==> config.mk <==
export PLATFORM = sky130hd
export DESIGN_NAME = isometric_tile_pick_and_paint
export DESIGN_NICKNAME = d
export VERILOG_FILES = /design/src/rtl/isotile_pkg.sv /design/src/rtl/isometric_tile_pick_and_paint.sv /design/src/rtl/isotile_front.sv /design/src/rtl/isotile_queue.sv /design/src/rtl/isotile_back.sv
export VERILOG_INCLUDE_DIRS = /design/src /design/src/rtl
export SDC_FILE = /design/constraint.sdc
export NUM_CORES = 1
export LEC_CHECK = 0
export BUFFER_PORTS_ARGS = -buffer_cell sky130_fd_sc_hd__buf_2
export CAP_MARGIN = 20
export CORE_UTILIZATION = 60
export DETAILED_ROUTE_END_ITERATION = 12
export GPL_TIMING_DRIVEN = 0
export PLACE_DENSITY = 0.79
export SLEW_MARGIN = 10
export SYNTH_ARGS = -nofsm -noshare
export SYNTH_HDL_FRONTEND = slang
export SYNTH_SLANG_ARGS = --single-unit
==> constraint.sdc <==
create_clock -name clk -period 10.9 [get_ports clk]
set_input_delay 0.545 -clock clk [delete_from_list [all_inputs] [get_ports clk]]
set_output_delay 0.545 -clock clk [all_outputs]
set_load 0.02 [all_outputs]
==> src/rtl/isometric_tile_pick_and_paint_defines.svh <==
// Assertion macros used by the back of the isometric tile picker.
// Define NO_ASSERTIONS to compile the checks out; no other dependencies.
`ifndef ISOMETRIC_TILE_PICK_AND_PAINT_DEFINES_SVH
`define ISOMETRIC_TILE_PICK_AND_PAINT_DEFINES_SVH
`ifndef NO_ASSERTIONS
// Implication checked on every rising edge outside reset.
`define ISO_ASSERT(lbl, clk, rstn, prop, msg) \
    lbl: assert property (@(posedge clk) disable iff (!rstn) prop) else $error(msg);
// Condition that must never be seen outside reset.
`define ISO_NEVER(lbl, clk, rstn, expr, msg) \
    lbl: assert property (@(posedge clk) disable iff (!rstn) !(expr)) else $error(msg);
`else
`define ISO_ASSERT(lbl, clk, rstn, prop, msg)
`define ISO_NEVER(lbl, clk, rstn, expr, msg)
`endif
`endif

==> src/rtl/isotile_pkg.sv <==
// Shared types, constants and helper functions for the isometric tile picker.
// No dependencies; every RTL module imports this package.
`default_nettype none

package isotile_pkg;

    // Fixed field widths of the pick request and the result.
    localparam int PICK_W  = 16;
    localparam int ID_W    = 8;
    localparam int FLAG_W  = 8;
    localparam int INDEX_W = 10;

    // Store contents after reset.
    localparam logic [ID_W-1:0]   IMAGE_RESET  = 8'd9;
    localparam logic [FLAG_W-1:0] OPTION_RESET = 8'd0;

    // Default grid geometry.
    localparam int DEF_TILES_ACROSS = 32;
    localparam int DEF_TILES_DOWN   = 32;
    localparam int DEF_TILE_WIDTH   = 128;
    localparam int DEF_TILE_HEIGHT  = 64;

    // One request as it sits in the queue, with its classification.
    typedef struct packed {
        logic signed [PICK_W-1:0] pick_x;
        logic signed [PICK_W-1:0] pick_y;
        logic [ID_W-1:0]          image_id;
        logic [FLAG_W-1:0]        tile_flags;
        logic                     early_miss;
    } pick_t;

    // Queue status seen by the front and the back.
    typedef struct packed {
        logic full;
        logic nonempty;
    } queue_stat_t;

    // Back status seen by the front.
    typedef struct packed {
        logic clearing;
    } back_stat_t;

    // Signed width that holds any pick point, tile center and their difference.
    function automatic int coord_width(int across, int down, int tw, int th);
        return $clog2(tw * across + th * down + 65536) + 2;
    endfunction

    // Bit width of a counter over n values, at least one bit.
    function automatic int count_width(int n);
        return (n > 1) ? $clog2(n) : 1;
    endfunction

endpackage

`default_nettype wire

==> src/rtl/isometric_tile_pick_and_paint.sv <==
// Top level of the isometric tile picker: front, request queue and back.
// Depends on isotile_pkg, isotile_front, isotile_queue and isotile_back.
//
//   Channel  Handshake                 Payload
//   pick     pick_valid / pick_stall    pick_x, pick_y, image_id, tile_flags
//   result   result_valid / result_stall  hit, tile_index
//
// After reset the back sweeps the tile stores, one entry per cycle, through every
// entry of the grid; pick_stall stays high during the sweep.
// A pick inside the grid's bounding box waits in the queue; the back then tests the
// tiles in index order and stops at the first hit or after the last tile.
// A pick outside the box is answered as a miss without a scan.
// The queue holds two picks; result_stall holds the finished result and the scan.
`default_nettype none

module isometric_tile_pick_and_paint
    import isotile_pkg::*;
#(
    parameter int TILES_ACROSS = DEF_TILES_ACROSS,
    parameter int TILES_DOWN   = DEF_TILES_DOWN,
    parameter int TILE_WIDTH   = DEF_TILE_WIDTH,
    parameter int TILE_HEIGHT  = DEF_TILE_HEIGHT
)
(
    input  wire logic                     clk,
    input  wire logic                     rst_n,
    input  wire logic                     pick_valid,
    output logic                          pick_stall,
    input  wire logic signed [PICK_W-1:0] pick_x,
    input  wire logic signed [PICK_W-1:0] pick_y,
    input  wire logic [ID_W-1:0]          image_id,
    input  wire logic [FLAG_W-1:0]        tile_flags,
    output logic                          result_valid,
    input  wire logic                     result_stall,
    output logic                          hit,
    output logic [INDEX_W-1:0]            tile_index
);

    logic        push;
    pick_t       push_data;
    logic        pop;
    pick_t       head;
    queue_stat_t qstat;
    back_stat_t  bstat;

    // Request intake and classification.
    isotile_front #(
        .TILES_ACROSS (TILES_ACROSS),
        .TILES_DOWN   (TILES_DOWN),
        .TILE_WIDTH   (TILE_WIDTH),
        .TILE_HEIGHT  (TILE_HEIGHT)
    ) u_front (
        .pick_valid (pick_valid),
        .pick_stall (pick_stall),
        .pick_x     (pick_x),
        .pick_y     (pick_y),
        .image_id   (image_id),
        .tile_flags (tile_flags),
        .qstat      (qstat),
        .bstat      (bstat),
        .push       (push),
        .push_data  (push_data)
    );

    // Queue between intake and scan.
    isotile_queue u_queue (
        .clk       (clk),
        .rst_n     (rst_n),
        .push      (push),
        .push_data (push_data),
        .pop       (pop),
        .head      (head),
        .qstat     (qstat)
    );

    // Tile scan, store update and result register.
    isotile_back #(
        .TILES_ACROSS (TILES_ACROSS),
        .TILES_DOWN   (TILES_DOWN),
        .TILE_WIDTH   (TILE_WIDTH),
        .TILE_HEIGHT  (TILE_HEIGHT)
    ) u_back (
        .clk          (clk),
        .rst_n        (rst_n),
        .head         (head),
        .qstat        (qstat),
        .pop          (pop),
        .bstat        (bstat),
        .result_valid (result_valid),
        .result_stall (result_stall),
        .hit          (hit),
        .tile_index   (tile_index)
    );

endmodule

`default_nettype wire

==> src/rtl/isotile_front.sv <==
// Front of the tile picker: accepts pick requests and flags points outside the grid.
// Depends on isotile_pkg.
`default_nettype none

module isotile_front
    import isotile_pkg::*;
#(
    parameter int TILES_ACROSS = DEF_TILES_ACROSS,
    parameter int TILES_DOWN   = DEF_TILES_DOWN,
    parameter int TILE_WIDTH   = DEF_TILE_WIDTH,
    parameter int TILE_HEIGHT  = DEF_TILE_HEIGHT
)
(
    input  wire logic                     pick_valid,
    output logic                          pick_stall,
    input  wire logic signed [PICK_W-1:0] pick_x,
    input  wire logic signed [PICK_W-1:0] pick_y,
    input  wire logic [ID_W-1:0]          image_id,
    input  wire logic [FLAG_W-1:0]        tile_flags,
    input  wire queue_stat_t              qstat,
    input  wire back_stat_t               bstat,
    output logic                          push,
    output pick_t                         push_data
);

    localparam int COORD_W = coord_width(TILES_ACROSS, TILES_DOWN, TILE_WIDTH, TILE_HEIGHT);
    localparam int HALF_W  = TILE_WIDTH / 2;
    localparam int HALF_H  = TILE_HEIGHT / 2;
    localparam int STAGGER = (TILES_DOWN > 1) ? HALF_W : 0;

    // Box that encloses every diamond of the grid.
    localparam logic signed [COORD_W-1:0] X_MIN = COORD_W'(-HALF_W);
    localparam logic signed [COORD_W-1:0] X_MAX =
        COORD_W'(TILE_WIDTH * (TILES_ACROSS - 1) + STAGGER + HALF_W);
    localparam logic signed [COORD_W-1:0] Y_MIN = COORD_W'(-HALF_H);
    localparam logic signed [COORD_W-1:0] Y_MAX = COORD_W'(HALF_H * TILES_DOWN);

    logic signed [COORD_W-1:0] px;
    logic signed [COORD_W-1:0] py;

    // Take a request while the queue has room and the stores are not being cleared.
    assign pick_stall = qstat.full || bstat.clearing;
    assign push       = pick_valid && !pick_stall;

    // A point outside the box cannot hit any tile and skips the scan.
    assign px = COORD_W'(pick_x);
    assign py = COORD_W'(pick_y);

    always_comb
    begin
        push_data.pick_x     = pick_x;
        push_data.pick_y     = pick_y;
        push_data.image_id   = image_id;
        push_data.tile_flags = tile_flags;
        push_data.early_miss = (px < X_MIN) || (px > X_MAX) || (py < Y_MIN) || (py > Y_MAX);
    end

endmodule

`default_nettype wire

==> src/rtl/isotile_queue.sv <==
// Two-entry request queue between the front and the back of the tile picker.
// Depends on isotile_pkg.
`default_nettype none

module isotile_queue
    import isotile_pkg::*;
(
    input  wire logic  clk,
    input  wire logic  rst_n,
    input  wire logic  push,
    input  wire pick_t push_data,
    input  wire logic  pop,
    output pick_t      head,
    output queue_stat_t qstat
);

    logic [1:0] count_reg;
    logic [1:0] count_next;
    logic       wr_ptr_reg;
    logic       rd_ptr_reg;
    pick_t      entry_reg [2];

    // Occupancy follows pushes and pops.
    always_comb
    begin
        count_next = count_reg;
        if (push && !pop)
        begin
            count_next = count_reg + 2'd1;
        end
        else if (pop && !push)
        begin
            count_next = count_reg - 2'd1;
        end
    end

    // Pointers and occupancy.
    always_ff @(posedge clk or negedge rst_n)
    begin
        if (!rst_n)
        begin
            count_reg  <= 2'd0;
            wr_ptr_reg <= 1'b0;
            rd_ptr_reg <= 1'b0;
        end
        else
        begin
            count_reg <= count_next;
            if (push)
            begin
                wr_ptr_reg <= !wr_ptr_reg;
            end
            if (pop)
            begin
                rd_ptr_reg <= !rd_ptr_reg;
            end
        end
    end

    // Entry storage.
    always_ff @(posedge clk)
    begin
        if (push)
        begin
            entry_reg[wr_ptr_reg] <= push_data;
        end
    end

    assign head           = entry_reg[rd_ptr_reg];
    assign qstat.full     = (count_reg == 2'd2);
    assign qstat.nonempty = (count_reg != 2'd0);

endmodule

`default_nettype wire

==> src/rtl/isotile_back.sv <==
// Back of the tile picker: clears the tile stores, scans tiles, paints and reports.
// Depends on isotile_pkg and isometric_tile_pick_and_paint_defines.svh.
`default_nettype none
`include "isometric_tile_pick_and_paint_defines.svh"

module isotile_back
    import isotile_pkg::*;
#(
    parameter int TILES_ACROSS = DEF_TILES_ACROSS,
    parameter int TILES_DOWN   = DEF_TILES_DOWN,
    parameter int TILE_WIDTH   = DEF_TILE_WIDTH,
    parameter int TILE_HEIGHT  = DEF_TILE_HEIGHT
)
(
    input  wire logic        clk,
    input  wire logic        rst_n,
    input  wire pick_t       head,
    input  wire queue_stat_t qstat,
    output logic             pop,
    output back_stat_t       bstat,
    output logic             result_valid,
    input  wire logic        result_stall,
    output logic             hit,
    output logic [INDEX_W-1:0] tile_index
);

    localparam int TILE_COUNT = TILES_ACROSS * TILES_DOWN;
    localparam int IDX_W      = count_width(TILE_COUNT);
    localparam int COL_W      = count_width(TILES_ACROSS);
    localparam int COORD_W    = coord_width(TILES_ACROSS, TILES_DOWN, TILE_WIDTH, TILE_HEIGHT);
    localparam int HALF_WI    = TILE_WIDTH / 2;
    localparam int HALF_HI    = TILE_HEIGHT / 2;
    localparam int PROD_W     = COORD_W + $clog2(TILE_WIDTH + 1) + 2;

    localparam logic [IDX_W-1:0]          LAST_IDX = IDX_W'(TILE_COUNT - 1);
    localparam logic [COL_W-1:0]          LAST_COL = COL_W'(TILES_ACROSS - 1);
    localparam logic signed [COORD_W-1:0] STEP_X   = COORD_W'(TILE_WIDTH);
    localparam logic signed [COORD_W-1:0] HALF_WX  = COORD_W'(HALF_WI);
    localparam logic signed [COORD_W-1:0] HALF_HY  = COORD_W'(HALF_HI);
    localparam logic [PROD_W-1:0]         HALF_WP  = PROD_W'(HALF_WI);
    localparam logic [PROD_W-1:0]         HALF_HP  = PROD_W'(HALF_HI);
    localparam logic [PROD_W-1:0]         AREA     = PROD_W'(HALF_WI * HALF_HI);

    typedef enum logic [1:0] {
        B_CLEAR,
        B_IDLE,
        B_SCAN
    } back_state_t;

    back_state_t               state_reg;
    logic [IDX_W-1:0]          k_reg;
    logic [COL_W-1:0]          col_reg;
    logic                      odd_reg;
    logic signed [COORD_W-1:0] cx_reg;
    logic signed [COORD_W-1:0] cy_reg;
    logic                      out_valid_reg;
    logic                      hit_reg;
    logic [INDEX_W-1:0]        index_reg;

    logic [ID_W-1:0]   image_mem  [TILE_COUNT];
    logic [FLAG_W-1:0] option_mem [TILE_COUNT];

    logic signed [COORD_W-1:0] px;
    logic signed [COORD_W-1:0] py;
    logic signed [COORD_W-1:0] dx;
    logic signed [COORD_W-1:0] dy;
    logic [COORD_W-1:0]        adx;
    logic [COORD_W-1:0]        ady;
    logic [PROD_W-1:0]         diamond_sum;
    logic                      in_diamond;
    logic                      last_tile;
    logic                      out_free;
    logic                      finish_scan;
    logic                      finish_early;
    logic                      start_scan;
    logic                      store_we;
    logic [ID_W-1:0]           image_wr;
    logic [FLAG_W-1:0]         option_wr;

    // Diamond test of the pick point against the tile under the scan counters.
    assign px   = COORD_W'(head.pick_x);
    assign py   = COORD_W'(head.pick_y);
    assign dx   = px - cx_reg;
    assign dy   = py - cy_reg;
    assign adx  = dx[COORD_W-1] ? COORD_W'(-dx) : COORD_W'(dx);
    assign ady  = dy[COORD_W-1] ? COORD_W'(-dy) : COORD_W'(dy);
    assign diamond_sum = HALF_HP * PROD_W'(adx) + HALF_WP * PROD_W'(ady);
    assign in_diamond  = (diamond_sum <= AREA);
    assign last_tile   = (k_reg == LAST_IDX);

    // Sequencing events; a finished result waits until the output register is free.
    assign out_free     = !out_valid_reg || !result_stall;
    assign finish_scan  = (state_reg == B_SCAN) && (in_diamond || last_tile) && out_free;
    assign finish_early = (state_reg == B_IDLE) && qstat.nonempty && head.early_miss
                          && out_free;
    assign start_scan   = (state_reg == B_IDLE) && qstat.nonempty && !head.early_miss;
    assign pop          = finish_scan || finish_early;

    // Single write port of the stores: clearing sweep or paint on a hit.
    assign store_we  = (state_reg == B_CLEAR) || (finish_scan && in_diamond);
    assign image_wr  = (state_reg == B_CLEAR) ? IMAGE_RESET : head.image_id;
    assign option_wr = (state_reg == B_CLEAR) ? OPTION_RESET : head.tile_flags;

    always_ff @(posedge clk)
    begin
        if (store_we)
        begin
            image_mem[k_reg]  <= image_wr;
            option_mem[k_reg] <= option_wr;
        end
    end

    // Sequencer with its scan counters and the result register.
    always_ff @(posedge clk or negedge rst_n)
    begin
        if (!rst_n)
        begin
            state_reg     <= B_CLEAR;
            k_reg         <= '0;
            col_reg       <= '0;
            odd_reg       <= 1'b0;
            cx_reg        <= '0;
            cy_reg        <= '0;
            out_valid_reg <= 1'b0;
            hit_reg       <= 1'b0;
            index_reg     <= '0;
        end
        else
        begin
            // The result register fills on a finished request and empties when taken.
            if (finish_scan || finish_early)
            begin
                out_valid_reg <= 1'b1;
            end
            else if (!result_stall)
            begin
                out_valid_reg <= 1'b0;
            end
            unique case (state_reg)
                B_CLEAR:
                begin
                    if (last_tile)
                    begin
                        state_reg <= B_IDLE;
                        k_reg     <= '0;
                    end
                    else
                    begin
                        k_reg <= k_reg + 1'b1;
                    end
                end
                B_IDLE:
                begin
                    if (finish_early)
                    begin
                        hit_reg       <= 1'b0;
                        index_reg     <= '0;
                    end
                    else if (start_scan)
                    begin
                        state_reg <= B_SCAN;
                        k_reg     <= '0;
                        col_reg   <= '0;
                        odd_reg   <= 1'b0;
                        cx_reg    <= '0;
                        cy_reg    <= '0;
                    end
                end
                B_SCAN:
                begin
                    if (in_diamond || last_tile)
                    begin
                        if (out_free)
                        begin
                            hit_reg       <= in_diamond;
                            index_reg     <= in_diamond ? INDEX_W'(k_reg) : '0;
                            state_reg     <= B_IDLE;
                        end
                    end
                    else
                    begin
                        k_reg <= k_reg + 1'b1;
                        if (col_reg == LAST_COL)
                        begin
                            col_reg <= '0;
                            odd_reg <= !odd_reg;
                            cx_reg  <= odd_reg ? '0 : HALF_WX;
                            cy_reg  <= cy_reg + HALF_HY;
                        end
                        else
                        begin
                            col_reg <= col_reg + 1'b1;
                            cx_reg  <= cx_reg + STEP_X;
                        end
                    end
                end
                default:
                begin
                    state_reg <= B_IDLE;
                end
            endcase
        end
    end

    assign bstat.clearing = (state_reg == B_CLEAR);
    assign result_valid   = out_valid_reg;
    assign hit            = hit_reg;
    assign tile_index     = index_reg;

    // Checks on the sequencer.
    `ISO_ASSERT(a_pop_has_entry, clk, rst_n, pop |-> qstat.nonempty, "pop from empty queue")
    `ISO_ASSERT(a_no_result_in_clear, clk, rst_n, (state_reg == B_CLEAR) |-> !out_valid_reg,
        "result during store clear")
    `ISO_ASSERT(a_miss_index_zero, clk, rst_n, (out_valid_reg && !hit_reg) |-> (index_reg == '0),
        "miss with nonzero index")
    `ISO_NEVER(a_col_range, clk, rst_n, (state_reg == B_SCAN) && (col_reg > LAST_COL),
        "column counter out of range")

endmodule

`default_nettype wire
==> out/results.tsv <==
metric	value	unit
core area	0.01448	sq mm
compound-cell area share of the yosys netlist	0.1700	
initial core utilization	0.6139	
layout cells sized above 1	0.1377	
Vias/cell	6.095	
synth cell count leaders	nor2_1, edfxtp_1, dfrtp_1	
Die Wd	123.7	microns
Setup Total Neg Slack	0	ns
DR iter-0 viols	603	
Max Root-Sink Buffers	2	
clock sinks	127	
clk_lat worst skew	0.42	ns
final hold violation count	0	
largest net degree at the start of global routing	62	
DRC viols	0	
Synth Instances	911	
Simple-Gate Fraction of Synth Area	0.1658	
Distinct cells, synth	81	
Synth area leaders	edfxtp_1, dfrtp_1, ha_1	
max FFs per register	66	
Ys Warns	0	
Pins Over Slew Limit	0	
EDFF count, synth	66	
cts repair resizes	0	
TritonCTS clock tree	yes	
Post-Route WL	20410	microns
WP data required	11.24	ns
min Tclk post-route	9.424	ns
Slew headroom	0.3402	
Max-cap violations	0	
#FFs+latches synth	127	
synthesis-to-finish area growth	12.84	%
Final period util	0.8646	
startpoint type of the worst setup path	flip-flop	
first-pass GRT wire length	32640	microns
Fill cells	1116	
Setup-failing EPs final	0	
grt total ovfl	0	
Pre-antenna DRT Iters	7	
CTS Buf Count	17	
Main synth FF type	edfxtp_1	
H-tree levels	4	
clock-pin slew on the worst setup and hold paths	0.06	ns
CTS Hold Bufs	0	
hold crit path type	primary input to asynchronous set/reset pin	
fraction of the mapped netlist area in adder cells	0.08530	
leading area contributor after synthesis	edfxtp_1	
clock skew	0.01145	ns
CTS root buf	clkbuf_16	
most common cell in the netlist	nor2_1	
die footprint	0.01531	sq mm
FF-to-FF path depth	33	
I/O pin count	65	
Wirelength per Cell	17.31	microns
max incr delay on CP	0.58	ns
critical path's slowest cell	buf_1	
Final #Nets	1094	
chip height	123.7	microns
PortBufs	48	
r2r endpoint	u_queue.count_reg[1]	
mux share of post-synthesis cell area	0.05687	
gpl congestion	0.9002	
Total Routing Usage GR	0.2834	
largest family of logic cells by synthesized area	compound AO/OA/AOI/OAI gates	
Max Freq	106.1	MHz
status	completed	
Placement Rows	44	
synthesized area	0.008889	sq mm
initial antenna violation count	0	
post-synthesis sequential area ratio	0.3947	
postcts setup bufs	0	
asr flop ratio synth	0.4803	
actual slew at the worst max-slew pin	0.9648	ns
Crit. End Element	flip-flop	
vias in the first global route	6688	
critical path data arrival time	9.77	ns
DR vias	7186	
RSZ-0062 raised after global routing	false	
n_diodes	0	
Final HPWL DP	15010	microns
Post-Synth XOR/XNOR Area	0.08629	
Post-DRT Antenna Nets	0	
share of Yosys cell area claimed by the top area cell type	0.2230	
worst r2r src	u_queue.rd_ptr_reg	
CP Class	flip-flop to flip-flop	
register-to-register setup slack	1.48	ns
worst-path maximum fanout	10	
synthesized area per cell	9.757	sq um
## final cells by class
class | instances | area (sq um) | area share
Inverter | 60 | 225.2 | 0.02246
Buffer | 28 | 131.4 | 0.01310
Clock buffer | 18 | 429.2 | 0.04279
Clock inverter | 14 | 190.2 | 0.01896
Timing Repair Buffer | 50 | 275.3 | 0.02745
Sequential cell | 127 | 3508 | 0.3498
Tap cell | 184 | 230.2 | 0.02295
Multi-Input combinational cell | 698 | 5040 | 0.5025
## worst max path at each step
stage,start,endpoint,slack (ns),cells past startpoint
after global placement,u_queue.rd_ptr_reg,u_queue.count_reg[1],1.65,33
after global routing,u_queue.rd_ptr_reg,u_queue.count_reg[1],1.0,33
final,u_queue.rd_ptr_reg,u_queue.count_reg[1],1.48,33
after CTS,u_queue.rd_ptr_reg,u_queue.count_reg[1],1.48,33
after floorplan,u_queue.rd_ptr_reg,u_queue.count_reg[1],3.14,33
after detailed placement,u_queue.rd_ptr_reg,u_queue.count_reg[1],1.56,33
## worst max-delay path: cells and delay by family, from the launching register on
| family | cells | cell delay (ns) |
|---|---|---|
| DFF | 1 | 0.34 |
| adders and majority gates | 3 | 0.97 |
| muxes | 2 | 0.52 |
| buffers and inverters | 7 | 2.49 |
| xor gates and xnor gates | 4 | 0.95 |
| and+or+nand+nor | 4 | 0.86 |
| AOI/OAI and AO/OA | 13 | 3.19 |
## layer usage
layer	global-route usage	wire (microns)	vias to the layer above
li1	-	-	3532
met1	0.3856	9433	3441
met2	0.4538	9723	184
met3	0.05311	859	29
met4	0.09639	394	0
met5	0	0	-
## stage by stage
stage               cell area, sq um  instances  setup slack (ns)  hold WS (ns)    util
finish                         10030       1179             1.476        0.2097  0.6927
global route                   10030       1179            0.9996        0.2780  0.6927
CTS                            10030       1179             1.480        0.2188  0.6927
detailed placement              9410       1147             1.559        0.4769  0.6499
global placement                9366       1145             1.652        0.4537  0.6469
floorplan                       8896        913             3.141        0.2494       -
## cell usage in the layout, fill, tap and decap left out, types with 8 or more instances in the layout
cell / n
a22o_1: 11
nand4_1: 15
nand3_1: 25
o211ai_1: 8
a211oi_1: 15
nor2b_1: 9
mux2_2: 27
ha_1: 59
a21oi_1: 55
edfxtp_1: 66
mux2i_1: 19
o21ai_0: 33
inv_1: 59
a21o_1: 12
xor2_1: 31
nor3_1: 26
nor2_1: 67
and3_1: 17
nand2_1: 55
nand2b_1: 17
clkbuf_16: 17
nor4_1: 15
dfrtp_1: 61
buf_2: 54
clkbuf_1: 17
xnor2_1: 54
## kinds of logic (layout without fill, tap and decap cells)
group	count (synthesis)	in the layout
AO/OA/AOI/OAI	218	218
XOR/XNOR	86	86
adder cells (fa/ha/maj)	60	60
buffers and inverters	88	170
flip-flops	127	127
multiplexers	47	47
other	2	4
AND/OR/NAND/NOR	283	283
Power is left out: the tool's default activity adds up to more than one toggle a clock period on the data nets, which glitch-free logic cannot reach.
